File: src/sv/bws_ram.sv
// Generic single-write, single-read RAM with registered read data.
// Depends on nothing.
module bws_ram #(
  parameter int WIDTH = 32,
  parameter int DEPTH = 100
) (
  input  logic                                  clk,
  input  logic                                  we,
  input  logic [((DEPTH > 1) ? $clog2(DEPTH) : 1)-1:0] waddr,
  input  logic [WIDTH-1:0]                      wdata,
  input  logic [((DEPTH > 1) ? $clog2(DEPTH) : 1)-1:0] raddr,
  output logic [WIDTH-1:0]                      rdata
);

  logic [WIDTH-1:0] mem [DEPTH];
  logic [WIDTH-1:0] rdata_r;

  always_ff @(posedge clk) begin
    if (we) begin
      mem[waddr] <= wdata;
    end
    rdata_r <= mem[raddr];
  end

  assign rdata = rdata_r;

endmodule

File: config.mk
export PLATFORM = sky130hd
export DESIGN_NAME = bws_ram
export DESIGN_NICKNAME = d
export VERILOG_FILES = /design/src/sv/bws_ram.sv
export SDC_FILE = /design/constraint.sdc
export NUM_CORES = 2
export LEC_CHECK = 0
export BUFFER_PORTS_ARGS = -buffer_cell sky130_fd_sc_hd__buf_2
export CORE_UTILIZATION = 35
export CTS_BUF_LIST = sky130_fd_sc_hd__clkbuf_8
export DETAILED_ROUTE_END_ITERATION = 8
export PLACE_DENSITY_LB_ADDON = 0.12
export RECOVER_POWER = 25
export SLEW_MARGIN = 5
export SYNTH_ARGS = -nofsm -noshare
export SYNTH_HDL_FRONTEND = slang
export SYNTH_SLANG_ARGS = --single-unit
File: constraint.sdc
create_clock -name clk -period 4.1 [get_ports clk]
set_input_delay 0.41 -clock clk [delete_from_list [all_inputs] [get_ports clk]]
set_output_delay 0.41 -clock clk [all_outputs]
set_load 0.01 [all_outputs]
Word level (Yosys, flattened, before mapping)
Memory sizes are Yosys's and may differ from the RTL's. A register that Yosys moved wholly into a read port is not among the register bits.
Cells that the tools add are included.
- register bits after elaboration: 0
- memory bits (writable): 3200
- input port bits: 48
- output and inout port bits: 32
- logic and storage cells: 3
- memories kept: 1
- memories (name ; words ; width ; read ports ; clocked after memory_dff ; wr ports ; RTL line ; text):
    mem ; 100 ; 32 ; 1 ; 1 ; 1 ; 15 ; logic [WIDTH-1:0] mem [DEPTH];
- muxes and demuxes: 2
- operators by type and width (cell ; count):
    $mux W1 ; 2

Longest topological paths before layout
- depth after elaboration: 2
- mapped depth: 11
- depth with buffers taken out: 6

Least setup slack after synthesis
Ideal clock, no wire load.
- kind: input port to flip-flop
- start: in waddr[5] (netlist name)
- end: mem mem[57][0], enable pin
- setup time: 461 ps
- data arrival time: 3254 ps
- required time: 3639 ps
- slack: 385 ps
- stages: 4
- path buffers: 0
- cells stage by stage: nor2b_1 nand4_1 or2_2 nor3_1
- RTL lines (item ; RTL line ; text):
    from (decl) ; 9 ; input logic [((DEPTH > 1) ? $clog2(DEPTH) : 1)-1:0] waddr,
    to (decl) ; 15 ;
Straight into the memory's write port.

==> results.ini <==
[clock_network]
cts-resized-gates = 0
cts_tree = done
cts_hold_buf = 46
clkLatencyLatePin_ns = 1.20
path_clk_slew_ns = 0.06
cts.htree.levels = 6
cts_root_buf = clkbuf_8
cts.sinks = 3232
clockBufferDepth = 4
numCtsBuffers = 564
cts_setup_buffers = 0

[critical_path]
timing.rr.start = mem[23][1]
worst-path-max-fanout = 37
path_class = in -> reg
path_common_cell = buf_4
worstReg2RegEnd = rdata[1]
cpPeakStageDelay_ns = 0.93
critPathTopFamily = buffers and inverters
ff2ff_path_depth = 8
cp_slowest_cell = a221oi_1
critPathCaptureType = flip-flop
crit_buf_inv = 6
rrSetupSlack_ns = 0.48
worstPathRequired_ns = 5.16
path_cells = dlygate4sd3_1, buf_12, buf_4, mux4_2, a22oi_1, buf_4, nand4_1, buf_4, a221oi_1, buf_4, o21ai_1
arrival_ns = 5.01
start_kind = primary input

[timing]
max_slew_margin = -1.794
fin_crit_ns = 3.948
period_share = 0.9630
timing.final.hold_violations = 0
setup_viol = 0
grt_setup_unrepaired = false
skew_ns = 0.07190
fmax_mhz = 253.3
slew_violations = 1710
worst-slew-pin-transition_ns = 4.191

[power]
clockPowerShare = 0.399
p_per_area_nw_per_um2 = 472.8
power_switching_w = 0.01609
p_leak_nw = 45.17
p_comb_frac = 0.056
swShare = 0.2391
irDropWorstVdd_mv = 0.3471
seq_power_share = 0.544
intPower_w = 0.05121

[global_route]
grt_pass1_vias = 64190
overflow = 0
antenna_found_initial = 35
grt_max_degree = 101
grt_use_total = 0.2224
grt_pass1_wl_mm = 543.8

[route]
drc_errors = 0
first_iter_violations = 6662
wirelength_mm = 397.7
vias_per_cell = 5.531
vias = 62610
ant_nets = 0
routedWlPerCell_um = 35.13
dr.pass1.iters = 5

[run]
drv_cap = 27

[synthesis]
synth-edff-count = 3200
synth_seq_cells = 3232
synth.distinct_cells = 57
yosys_warnings = 0
synth_ff_type = edfxtp_1
netlist_instances = 5502
synth_top_area_frac = 0.7818
ys_seq_area_frac = 0.7870
post-synth-top-count-cell = edfxtp_1
synth_fp_nets = 5550
async_flop_share = 0
synth_area_leaders = edfxtp_1, mux4_2, mux2i_1
syn_area_per_cell_sq_um = 22.34
synth_top_cell_by_area = edfxtp_1
synth_commonest_cells = edfxtp_1, mux4_2, mux2i_1
syn_area_sq_um = 122900

[cells_and_area]
area_delta_synth_final_pct = 15.82
drive_gt1_frac = 0.2952
fin_util = 0.4074
fin_area_sq_um = 142400
nets = 6346
final.fill_count = 30940

[worst_hold_path]
hp-class = in -> reg
min_from = waddr[6]
whs_path_depth = 3
worstHoldEndpoint = mem[99][3]

[floorplan]
core-area_sq_um = 349400
std_cell_rows = 217
fp.dieArea_sq_um = 353600
die_h_um = 594.6
start_util = 0.3518
num_io_pins = 80
fp.dieW_um = 594.6

[placed_design]
io_buffers = 79
hpwl_mm = 235.6
place_congestion = 0.8256
place_area_sq_um = 132000

[outcome]
violations = max-capacitance violations, max-slew violations
outcome = complete, but fails checks

-- registers in the layout, summed over array words and instances (netlist names) --
register and count:
rdata 32, mem 3200
-- per-stage QoR --
| stage | total power (W) | setup WS (ns) | setup TNS, ns | hold slack, ns | instances |
|---|---|---|---|---|---|
| 2_1_floorplan | 0.03894 | 0.3850 | 0 | 0.5089 | 5502 |
| 3_3_place_gp | 0.04104 | -0.5887 | -1.873 | 0.7385 | 10280 |
| 3_5_place_dp | 0.04108 | -0.6322 | -1.689 | 0.7226 | 10290 |
| 4_1_cts | 0.06806 | 0.06640 | 0 | 0.02189 | 11300 |
| 5_1_grt | 0.06955 | 0.07956 | 0 | 0.07904 | 11310 |
| 6_report | 0.06730 | 0.1516 | 0 | 0.1116 | 11320 |
-- worst max path at each step --
stage / startpoint / endpoint / slack, ns / depth (start not counted)
2_1_floorplan: waddr[5] / mem[57][0] / 0.39 / 4
3_3_place_gp: raddr[4] / rdata[1] / -0.59 / 10
3_5_place_dp: raddr[4] / rdata[1] / -0.63 / 10
4_1_cts: raddr[0] / rdata[1] / 0.07 / 10
5_1_grt: raddr[0] / rdata[1] / 0.08 / 11
6_report: raddr[0] / rdata[1] / 0.15 / 11
-- layout make-up --
| cell class | instances | area [sq um] | share of cell area |
|---|---|---|---|
| diodes | 19 | 47.55 | 0.0003340 |
| clock buffers | 582 | 8010 | 0.05627 |
| inverters | 5 | 21.27 | 0.0001494 |
| repair buffers | 533 | 4554 | 0.03199 |
| multi-input cells | 1962 | 25280 | 0.1776 |
| flip-flops and latches | 3232 | 96730 | 0.6795 |
| clock inverters | 389 | 1954 | 0.01373 |
| well taps | 4599 | 5754 | 0.04042 |
-- kinds of logic (layout without fill, tap and decap cells) --
family                 Yosys count  count (layout)  synth area share
multiplexers                   977             977            0.1532
flip-flops                    3232            3232            0.7870
buffers and inverters          308            1509           0.01388
AND/OR/NAND/NOR                496             496           0.01814
other                            0              19                 0
AO/OA/AOI/OAI                  489             489           0.02779
-- power by group through the flow --
stage	sequential (W)	clock, W	combinational, W
after floorplan	0.0372	0	0.00170
after CTS	0.0366	0.0276	0.00385
after global placement	0.0373	0	0.00377
final	0.0366	0.0269	0.00379
after detailed placement	0.0373	0	0.00380
after global routing	0.0366	0.0290	0.00398
-- placed cells by master (no fill, tap or decap), types with 86 or more instances in the layout --
master	instances
nor2_4	98
a22oi_1	195
o21ai_0	86
inv_1	194
buf_4	361
clkinv_1	111
clkbuf_8	582
mux2i_1	249
mux4_2	723
edfxtp_1	3200
nand2_1	139
-- layer usage --
metal | up-vias | global-route usage | routed length [um] | part of all wire
met5 | - | 0 | 41 | 0.00010
met4 | 6 | 0.06313 | 10720 | 0.027
met3 | 541 | 0.03485 | 22560 | 0.057
met2 | 2202 | 0.3562 | 189300 | 0.48
met1 | 34760 | 0.3152 | 175000 | 0.44
li1 | 25110 | - | - | -
-- worst min-delay path, delay by kind of cell --
kind | cells | cell delay, ns
buf+inv | 1 | 0.12
simple gates | 2 | 0.56
No activity file was read; power rests on OpenSTA's default activity.
