`src/sv/bws_pkg.sv`:
```
// Shared types, constants and saturating helpers for binned_weight_statistics.
// Used by bws_unit, bws_ram users and the top level; depends on nothing.
package bws_pkg;

  localparam int NUM_BINS_DEF = 100;
  localparam logic [31:0] MIN_QUERY_COUNT = 32'd21;

  localparam logic [31:0] LOWER_RST = 32'd0;
  localparam logic [31:0] UPPER_RST = 32'd1048576;
  localparam logic        HIST_RST  = 1'b1;
  localparam logic [31:0] INIT_RST  = 32'd0;
  localparam logic [15:0] GAIN_RST  = 16'd563;

  // register indexes (byte address / 4)
  localparam logic [2:0] REG_LOWER = 3'd0;
  localparam logic [2:0] REG_UPPER = 3'd1;
  localparam logic [2:0] REG_HIST  = 3'd2;
  localparam logic [2:0] REG_INIT  = 3'd3;
  localparam logic [2:0] REG_GAIN  = 3'd4;

  typedef enum logic [4:0] {
    S_IDLE, S_LOAD, S_RATIO_W, S_MEAN_W, S_HC, S_SQ0, S_SQ1, S_SQ2, S_SQ3, S_WB,
    S_Q_MEAN_W, S_Q_VAR_W, S_Q_SQRT_W, S_G0, S_G1, S_G2, S_G3, S_OUT
  } state_t;

  typedef struct packed {
    logic        func;
    logic [31:0] weight;
    logic [31:0] divisor;
    logic [16:0] position;
    logic [31:0] fallback;
  } in_item_t;

  typedef struct packed {
    logic        new_extreme;
    logic [31:0] estimate_out;
    logic [31:0] below_count;
    logic [31:0] above_count;
    logic [31:0] sample_count;
  } out_item_t;

  typedef struct packed {
    logic [31:0] count;
    logic [47:0] sum;
    logic [63:0] spread;
    logic [31:0] hcount;
    logic [47:0] hsum;
    logic [31:0] pcount;
    logic [31:0] peak;
  } bin_rec_t;

  localparam int REC_W = $bits(bin_rec_t);

  typedef struct packed {
    logic        start;
    logic        is_sqrt;
    logic [6:0]  iters;
    logic [79:0] operand;
    logic [31:0] divisor;
  } unit_req_t;

  function automatic logic [31:0] inc32(input logic [31:0] v);
    return (v == 32'hFFFF_FFFF) ? v : v + 32'd1;
  endfunction

  function automatic logic [47:0] add48(input logic [47:0] a, input logic [47:0] b);
    logic [48:0] s;
    s = {1'b0, a} + {1'b0, b};
    return s[48] ? 48'hFFFF_FFFF_FFFF : s[47:0];
  endfunction

  function automatic logic [63:0] add64(input logic [63:0] a, input logic [63:0] b);
    logic [64:0] s;
    s = {1'b0, a} + {1'b0, b};
    return s[64] ? 64'hFFFF_FFFF_FFFF_FFFF : s[63:0];
  endfunction

endpackage

```
`src/sv/bws_unit.sv`:
```
// Shared shift-subtract unit: restoring division (one quotient bit a cycle)
// or integer square root (one root bit a cycle). Depends on bws_pkg.
module bws_unit (
  input  logic               clk,
  input  logic               rst_n,
  input  bws_pkg::unit_req_t req,
  output logic               done,
  output logic [63:0]        result
);

  logic [6:0]  cnt_r, cnt_nxt;
  logic        done_r, done_nxt;
  logic        sqrt_r, sqrt_nxt;
  logic [79:0] opnd_r, opnd_nxt;
  logic [40:0] rem_r, rem_nxt;
  logic [63:0] q_r, q_nxt;
  logic [31:0] div_r, div_nxt;
  logic [42:0] sub_a, sub_b;
  logic [43:0] diff;
  logic        ge;

  always_comb begin
    sub_a = sqrt_r ? {rem_r, opnd_r[79:78]} : {10'b0, rem_r[31:0], opnd_r[79]};
    sub_b = sqrt_r ? {1'b0, q_r[39:0], 2'b01} : {11'b0, div_r};
    diff  = {1'b0, sub_a} - {1'b0, sub_b};
    ge    = !diff[43];

    cnt_nxt  = cnt_r;
    done_nxt = 1'b0;
    sqrt_nxt = sqrt_r;
    opnd_nxt = opnd_r;
    rem_nxt  = rem_r;
    q_nxt    = q_r;
    div_nxt  = div_r;

    if (req.start) begin
      cnt_nxt  = req.iters;
      sqrt_nxt = req.is_sqrt;
      opnd_nxt = req.operand;
      div_nxt  = req.divisor;
      rem_nxt  = '0;
      q_nxt    = '0;
    end else if (cnt_r != 7'd0) begin
      // one step: keep the difference where it did not borrow
      rem_nxt  = ge ? diff[40:0] : sub_a[40:0];
      opnd_nxt = sqrt_r ? {opnd_r[77:0], 2'b00} : {opnd_r[78:0], 1'b0};
      q_nxt    = {q_r[62:0], ge};
      cnt_nxt  = cnt_r - 7'd1;
      done_nxt = (cnt_r == 7'd1);
    end
  end

  always_ff @(posedge clk) begin
    if (!rst_n) begin
      cnt_r  <= '0;
      done_r <= 1'b0;
    end else begin
      cnt_r  <= cnt_nxt;
      done_r <= done_nxt;
    end
    sqrt_r <= sqrt_nxt;
    opnd_r <= opnd_nxt;
    rem_r  <= rem_nxt;
    q_r    <= q_nxt;
    div_r  <= div_nxt;
  end

  assign done   = done_r;
  assign result = q_r;

endmodule

```
`config.mk`:
```
export PLATFORM = sky130hd
export DESIGN_NAME = bws_unit
export DESIGN_NICKNAME = d
export VERILOG_FILES = /design/src/sv/bws_pkg.sv /design/src/sv/bws_unit.sv
export SDC_FILE = /design/constraint.sdc
export NUM_CORES = 1
export LEC_CHECK = 0
export ABC_AREA = 0
export BUFFER_PORTS_ARGS = -buffer_cell sky130_fd_sc_hd__buf_2
export CAP_MARGIN = 40
export CORE_ASPECT_RATIO = 1.2
export CORE_UTILIZATION = 45
export CTS_BUF_LIST = sky130_fd_sc_hd__clkbuf_8
export CTS_CLUSTER_SIZE = 12
export DETAILED_ROUTE_END_ITERATION = 6
export PLACE_DENSITY_LB_ADDON = 0.12
export SYNTH_ARGS = -nofsm -noshare
export SYNTH_HDL_FRONTEND = slang
export SYNTH_SLANG_ARGS = --single-unit
```
`constraint.sdc`:
```
create_clock -name clk -period 6.2 [get_ports clk]
set_clock_uncertainty 0.15 [all_clocks]
set_input_delay 0.62 -clock clk [delete_from_list [all_inputs] [get_ports clk]]
set_output_delay 0.62 -clock clk [all_outputs]
set_load 0.03 [all_outputs]
```
-- After elaboration in Yosys (flattened, before gate mapping)
Cells that the tools add are included.
- register bits: 226
- bits of input ports: 123
- output and inout port bits: 65
- logic and storage cells: 24
- add/subtract/negate cells: 2
- equality and inequality tests: 1
- mux-type cells: 8
- bitwise gates (word level): 2
- reduce and logical (&&, ||, !) cells: 4
- operators by type and width (cell ; number):
    $mux W80 ; 3
    $sub A43 B42 Y44 ; 1
    $mux W43 ; 1
    $mux W42 ; 1
    $mux W41 ; 1
    $mux W7 ; 2
    $eq A7 B1 Y1 const B ; 1
    $reduce_bool A7 Y1 ; 1
    $sub A7 B1 Y7 const B ; 1
    $reduce_or A3 Y1 ; 1
    $not A1 Y1 ; 2
    $reduce_bool A2 Y1 ; 1
    $logic_not A1 Y1 ; 1

-- Depth between registers and ports, before layout
- depth in word-level cells: 3
- mapped depth: 20
- depth with buffers taken out: 14

-- Worst setup path before layout
Ideal clock, no wire load.
- path kind: reg2reg
- start: register sqrt_r
- end: register rem_r[26]
- library setup time: 0.125 ns
- arrival: 4.419 ns
- slack: 1.506 ns
- cell stages (with the launch flop): 20
- path through: edfxtp_1 -> clkbuf_1 -> buf_1 -> clkbuf_1 -> clkbuf_1 -> mux2i_1 -> ha_1 -> buf_2 -> nand4_2 -> a211oi_1 -> a21oi_1 -> a21boi_2 -> a311oi_1 -> or3_4 -> o41ai_4 -> buf_6 -> buf_6 -> nor3_1 -> a31oi_1 -> o21ai_0
- longest elaborated chain between the ends: 3
- elaborated cells on any way between the ends: 4
- classes of those cells: add/sub (1); mux (3)
- ends and longest elaborated chain (element ; line ; RTL):
    start: declaration ; bws_unit.sv:13 ; logic sqrt_r, sqrt_nxt;
    start signal: assignment ; bws_unit.sv:61 ; sqrt_r <= sqrt_nxt;
    $mux W43 / $mux W42 (equally long branches) ; bws_unit.sv:23, bws_unit.sv:24 ;
    $sub A43 B42 Y44 ; bws_unit.sv:25 ; diff = {1'b0, sub_a} - {1'b0, sub_b};
    $mux W41 (*) ; bws_unit.sv:45 ; rem_nxt = ge ? diff[40:0] : sub_a[40:0];
    end signal: assignment ; bws_unit.sv:63 ; rem_r <= rem_nxt;
    end: declaration ; bws_unit.sv:15 ; logic [40:0] rem_r, rem_nxt;
Mark *: on every way between the ends. The rest lies on a longest branch, timed or not.
A chain may end at the register's enable or synchronous reset.

-- Worst setup path in the final report
- start: register sqrt_r
- end: register rem_r[40]
The elaborated chain is that of the path after synthesis.

==> qor.yml <==
timing:
  fmax_ghz: 0.2167
  finalSetupTns_ns: 0
  layout_setup_ws_ns: 1.585
  period_share_pct: 74.44
  relSlewSlack_pct: 43.74
  finalSetupViolCount: 0
  min_period_ns: 4.615
  slew_violations: 0
  hold_violations: 0
  worst_pin_slew_ns: 0.8439
  holdWs_ns: 0.09389
  rsz0062_at_grt: "false"
worst_setup_path:
  crit_path_frequent_cell: "o21ai_0"
  crit_required_ns: 6.47
  start_kind: "flip-flop"
  critPathTopFamily: "compound AO/OA/AOI/OAI gates"
  r2r_start: "sqrt_r$_DFFE_PP_"
  cpPeakStageDelay_ns: 0.75
  crit_path_max_fanout: 15
  worstSetupPathType: "flip-flop to flip-flop"
  critPathLaunch: "sqrt_r$_DFFE_PP_"
  end_kind: "flip-flop"
  crit_chain: "buf_4 -> mux2i_1 -> ha_1 -> inv_1 -> fa_1 -> a21o_1 -> and4_1 -> or2_2 -> a21oi_1 -> o31ai_1 -> o21ai_0 -> o21ai_0 -> a21o_1 -> xnor2_1 -> o21ai_0"
  cp_slowest_cell: "edfxtp_1"
  path_buf_inv: 2
  worst-endpoint-arrival_ns: 4.88
synthesis:
  syn_nets: 1508
  synth_ff_type: "edfxtp_1"
  syn_area_per_cell_um2: 9.234
  synth_largest_area_cell: "edfxtp_1"
  synthCells: 1340
  ys_async_sr_fraction_pct: 0
  ys_seq_area_share_pct: 45.71
  synth-warning-count: 0
  ys_types: 59
  synth_edf_count: 113
  ys_ff_latch: 226
  netlist_top_cells_area: "edfxtp_1, dfxtp_1, mux2i_1"
  yosysTopAreaCellShare_pct: 27.42
  syn-cell-area_mm2: 0.01237
clock_tree:
  htree_levels: 2
  cts_setup_buffers: 0
  post_cts_resized: 0
  cts_hold_buf: 0
  cts_sinks: 226
  tritoncts: "yes"
  cts_max_path_buffers: 3
  cts-root-buf: "clkbuf_8"
  clk_latency_ns: 0.55
  numCtsBuffers: 41
  cts.clk_slew.worst_paths_ns: 0.06
power:
  powerDensity_mw_per_mm2: 413.7
  finalPower_mw: 5.976
  peakVddDrop_mv: 0.1982
  leakagePower_nw: 6.233
grt:
  grt_usage_pct: 20.16
  grt_pass1_vias: 9575
  antenna_found_initial: 3
  grt_max_degree: 189
  grt_overflow: 0
  grt_pass1_wl_um: 46790
job:
  drv_cap: 0
floorplan:
  die-area_mm2: 0.02817
  num_io_pins: 188
  fp.dieH_um: 183.6
  start_util_pct: 45.68
  placement_rows: 66
  coreArea_mm2: 0.02709
  die_width_um: 153.4
placed_design:
  preCtsSetupSlack_ns: 1.383
  place_hpwl_um: 19350
  dpl_cell_area_mm2: 0.01360
  gp_congestion: 0.9082
  port_buffers: 187
drt:
  drc: 0
  postRouteAntennaNets: 0
  wirelength_um: 28320
  vias: 9979
  wl_per_cell_um: 15.10
  routed_via_density: 5.319
  drtIter0Drc: 392
  drtPass1Iterations: 5
final_layout:
  area_delta_synth_final_pct: 16.76
  final_cell_mix: "nand2_1, buf_2, o21ai_0, mux2i_1, a21oi_1"
  final_common_cell: "nand2_1"
  fin_nets: 1670
  final_cell_area_mm2: 0.01445
  drive_above_1_share_pct: 20.34
outcome:
  outcome: "complete, no violations"
min_path:
  worstHoldPathType: "input port to flip-flop"
  min_from: "req[14]"
area by class of cell:
| cell class | count | area [µm²] |
|---|---|---|
| Sequential cell | 226 | 5655 |
| Antenna cell | 2 | 5.005 |
| Inverter | 17 | 65.06 |
| Multi-Input combinational cell | 1014 | 6329 |
| Clock inverter | 26 | 152.6 |
| Fill cell | 2585 | 12640 |
| Tap cell | 340 | 425.4 |
| Timing Repair Buffer | 202 | 1140 |
| Clock buffer | 49 | 674.4 |
cells in the mapped netlist (all sizes together) (14+ instances only):
cell type and count:
a21oi 114, xor2 22, inv 16, buf 14, edfxtp 113, mux2i 121
o21ai 141, nor3 16, and2 15, a211oi 33, mux2 33, clkbuf 69
a21o 14, nor2 60, nand2 290, dfxtp 113, ha 44, xnor2 16
worst reg2reg max path, stage by stage, from the launching register on:
cell	delay [ns]
edfxtp_1	0.75
buf_4	0.24
mux2i_1	0.24
ha_1	0.20
inv_1	0.05
fa_1	0.40
a21o_1	0.20
and4_1	0.22
or2_2	0.32
a21oi_1	0.31
o31ai_1	0.25
o21ai_0	0.46
o21ai_0	0.21
a21o_1	0.22
xnor2_1	0.17
o21ai_0	0.10
kinds of logic (layout without fill, tap and decap cells):
| logic type | after synthesis | after routing | share of synthesized area (%) |
|---|---|---|---|
| AOI/OAI and AO/OA | 352 | 352 | 16.60 |
| xor gates and xnor gates | 38 | 38 | 2.690 |
| adders and majority gates | 45 | 45 | 4.611 |
| buffers and inverters | 100 | 294 | 3.286 |
| DFF | 226 | 226 | 45.71 |
| muxes | 154 | 154 | 12.79 |
| other | 0 | 2 | 0 |
| and+or+nand+nor | 425 | 425 | 14.31 |
metal layers:
layer  track usage, %  part of all wire [%]  up-vias
met5                0                 0.035        -
met4            6.640                   2.5        2
met3            5.021                   5.8       63
met2            34.39                    47      216
met1            24.91                    45     4560
li1                 -                     -     5138
worst paths after layout:
check | end | slack, ns | cells past startpoint
worst max-delay path | rem_r[40]$_SDFFE_PP0P_ | 1.58 | 15
worst min-delay path | div_r[14]$_DFFE_PP_ | 0.09 | 1
worst max register to register | rem_r[40]$_SDFFE_PP0P_ | 1.58 | 15
worst min register to register | result[63]$_SDFFE_PP0P_ | 0.31 | 2
power by group:
group	switching, mW	internal (mW)	leakage (nW)
Clock	0.633	0.765	0.465
Sequential	0.143	1.83	2.11
Combinational	1.50	1.11	3.66
metrics by stage:
stage,util (%),std cells
global route,53.32,1874
global placement,50.02,1796
detailed placement,50.22,1798
finish,53.34,1876
CTS,53.28,1873
floorplan,-,1340
state kept, by name, indices dropped and copies added (netlist names):
signal	flops
opnd_r	80
result	64
sqrt_r	1
rem_r	41
div_r	32
done	1
cnt_r	7
No activity file was read; power rests on OpenSTA's default activity.
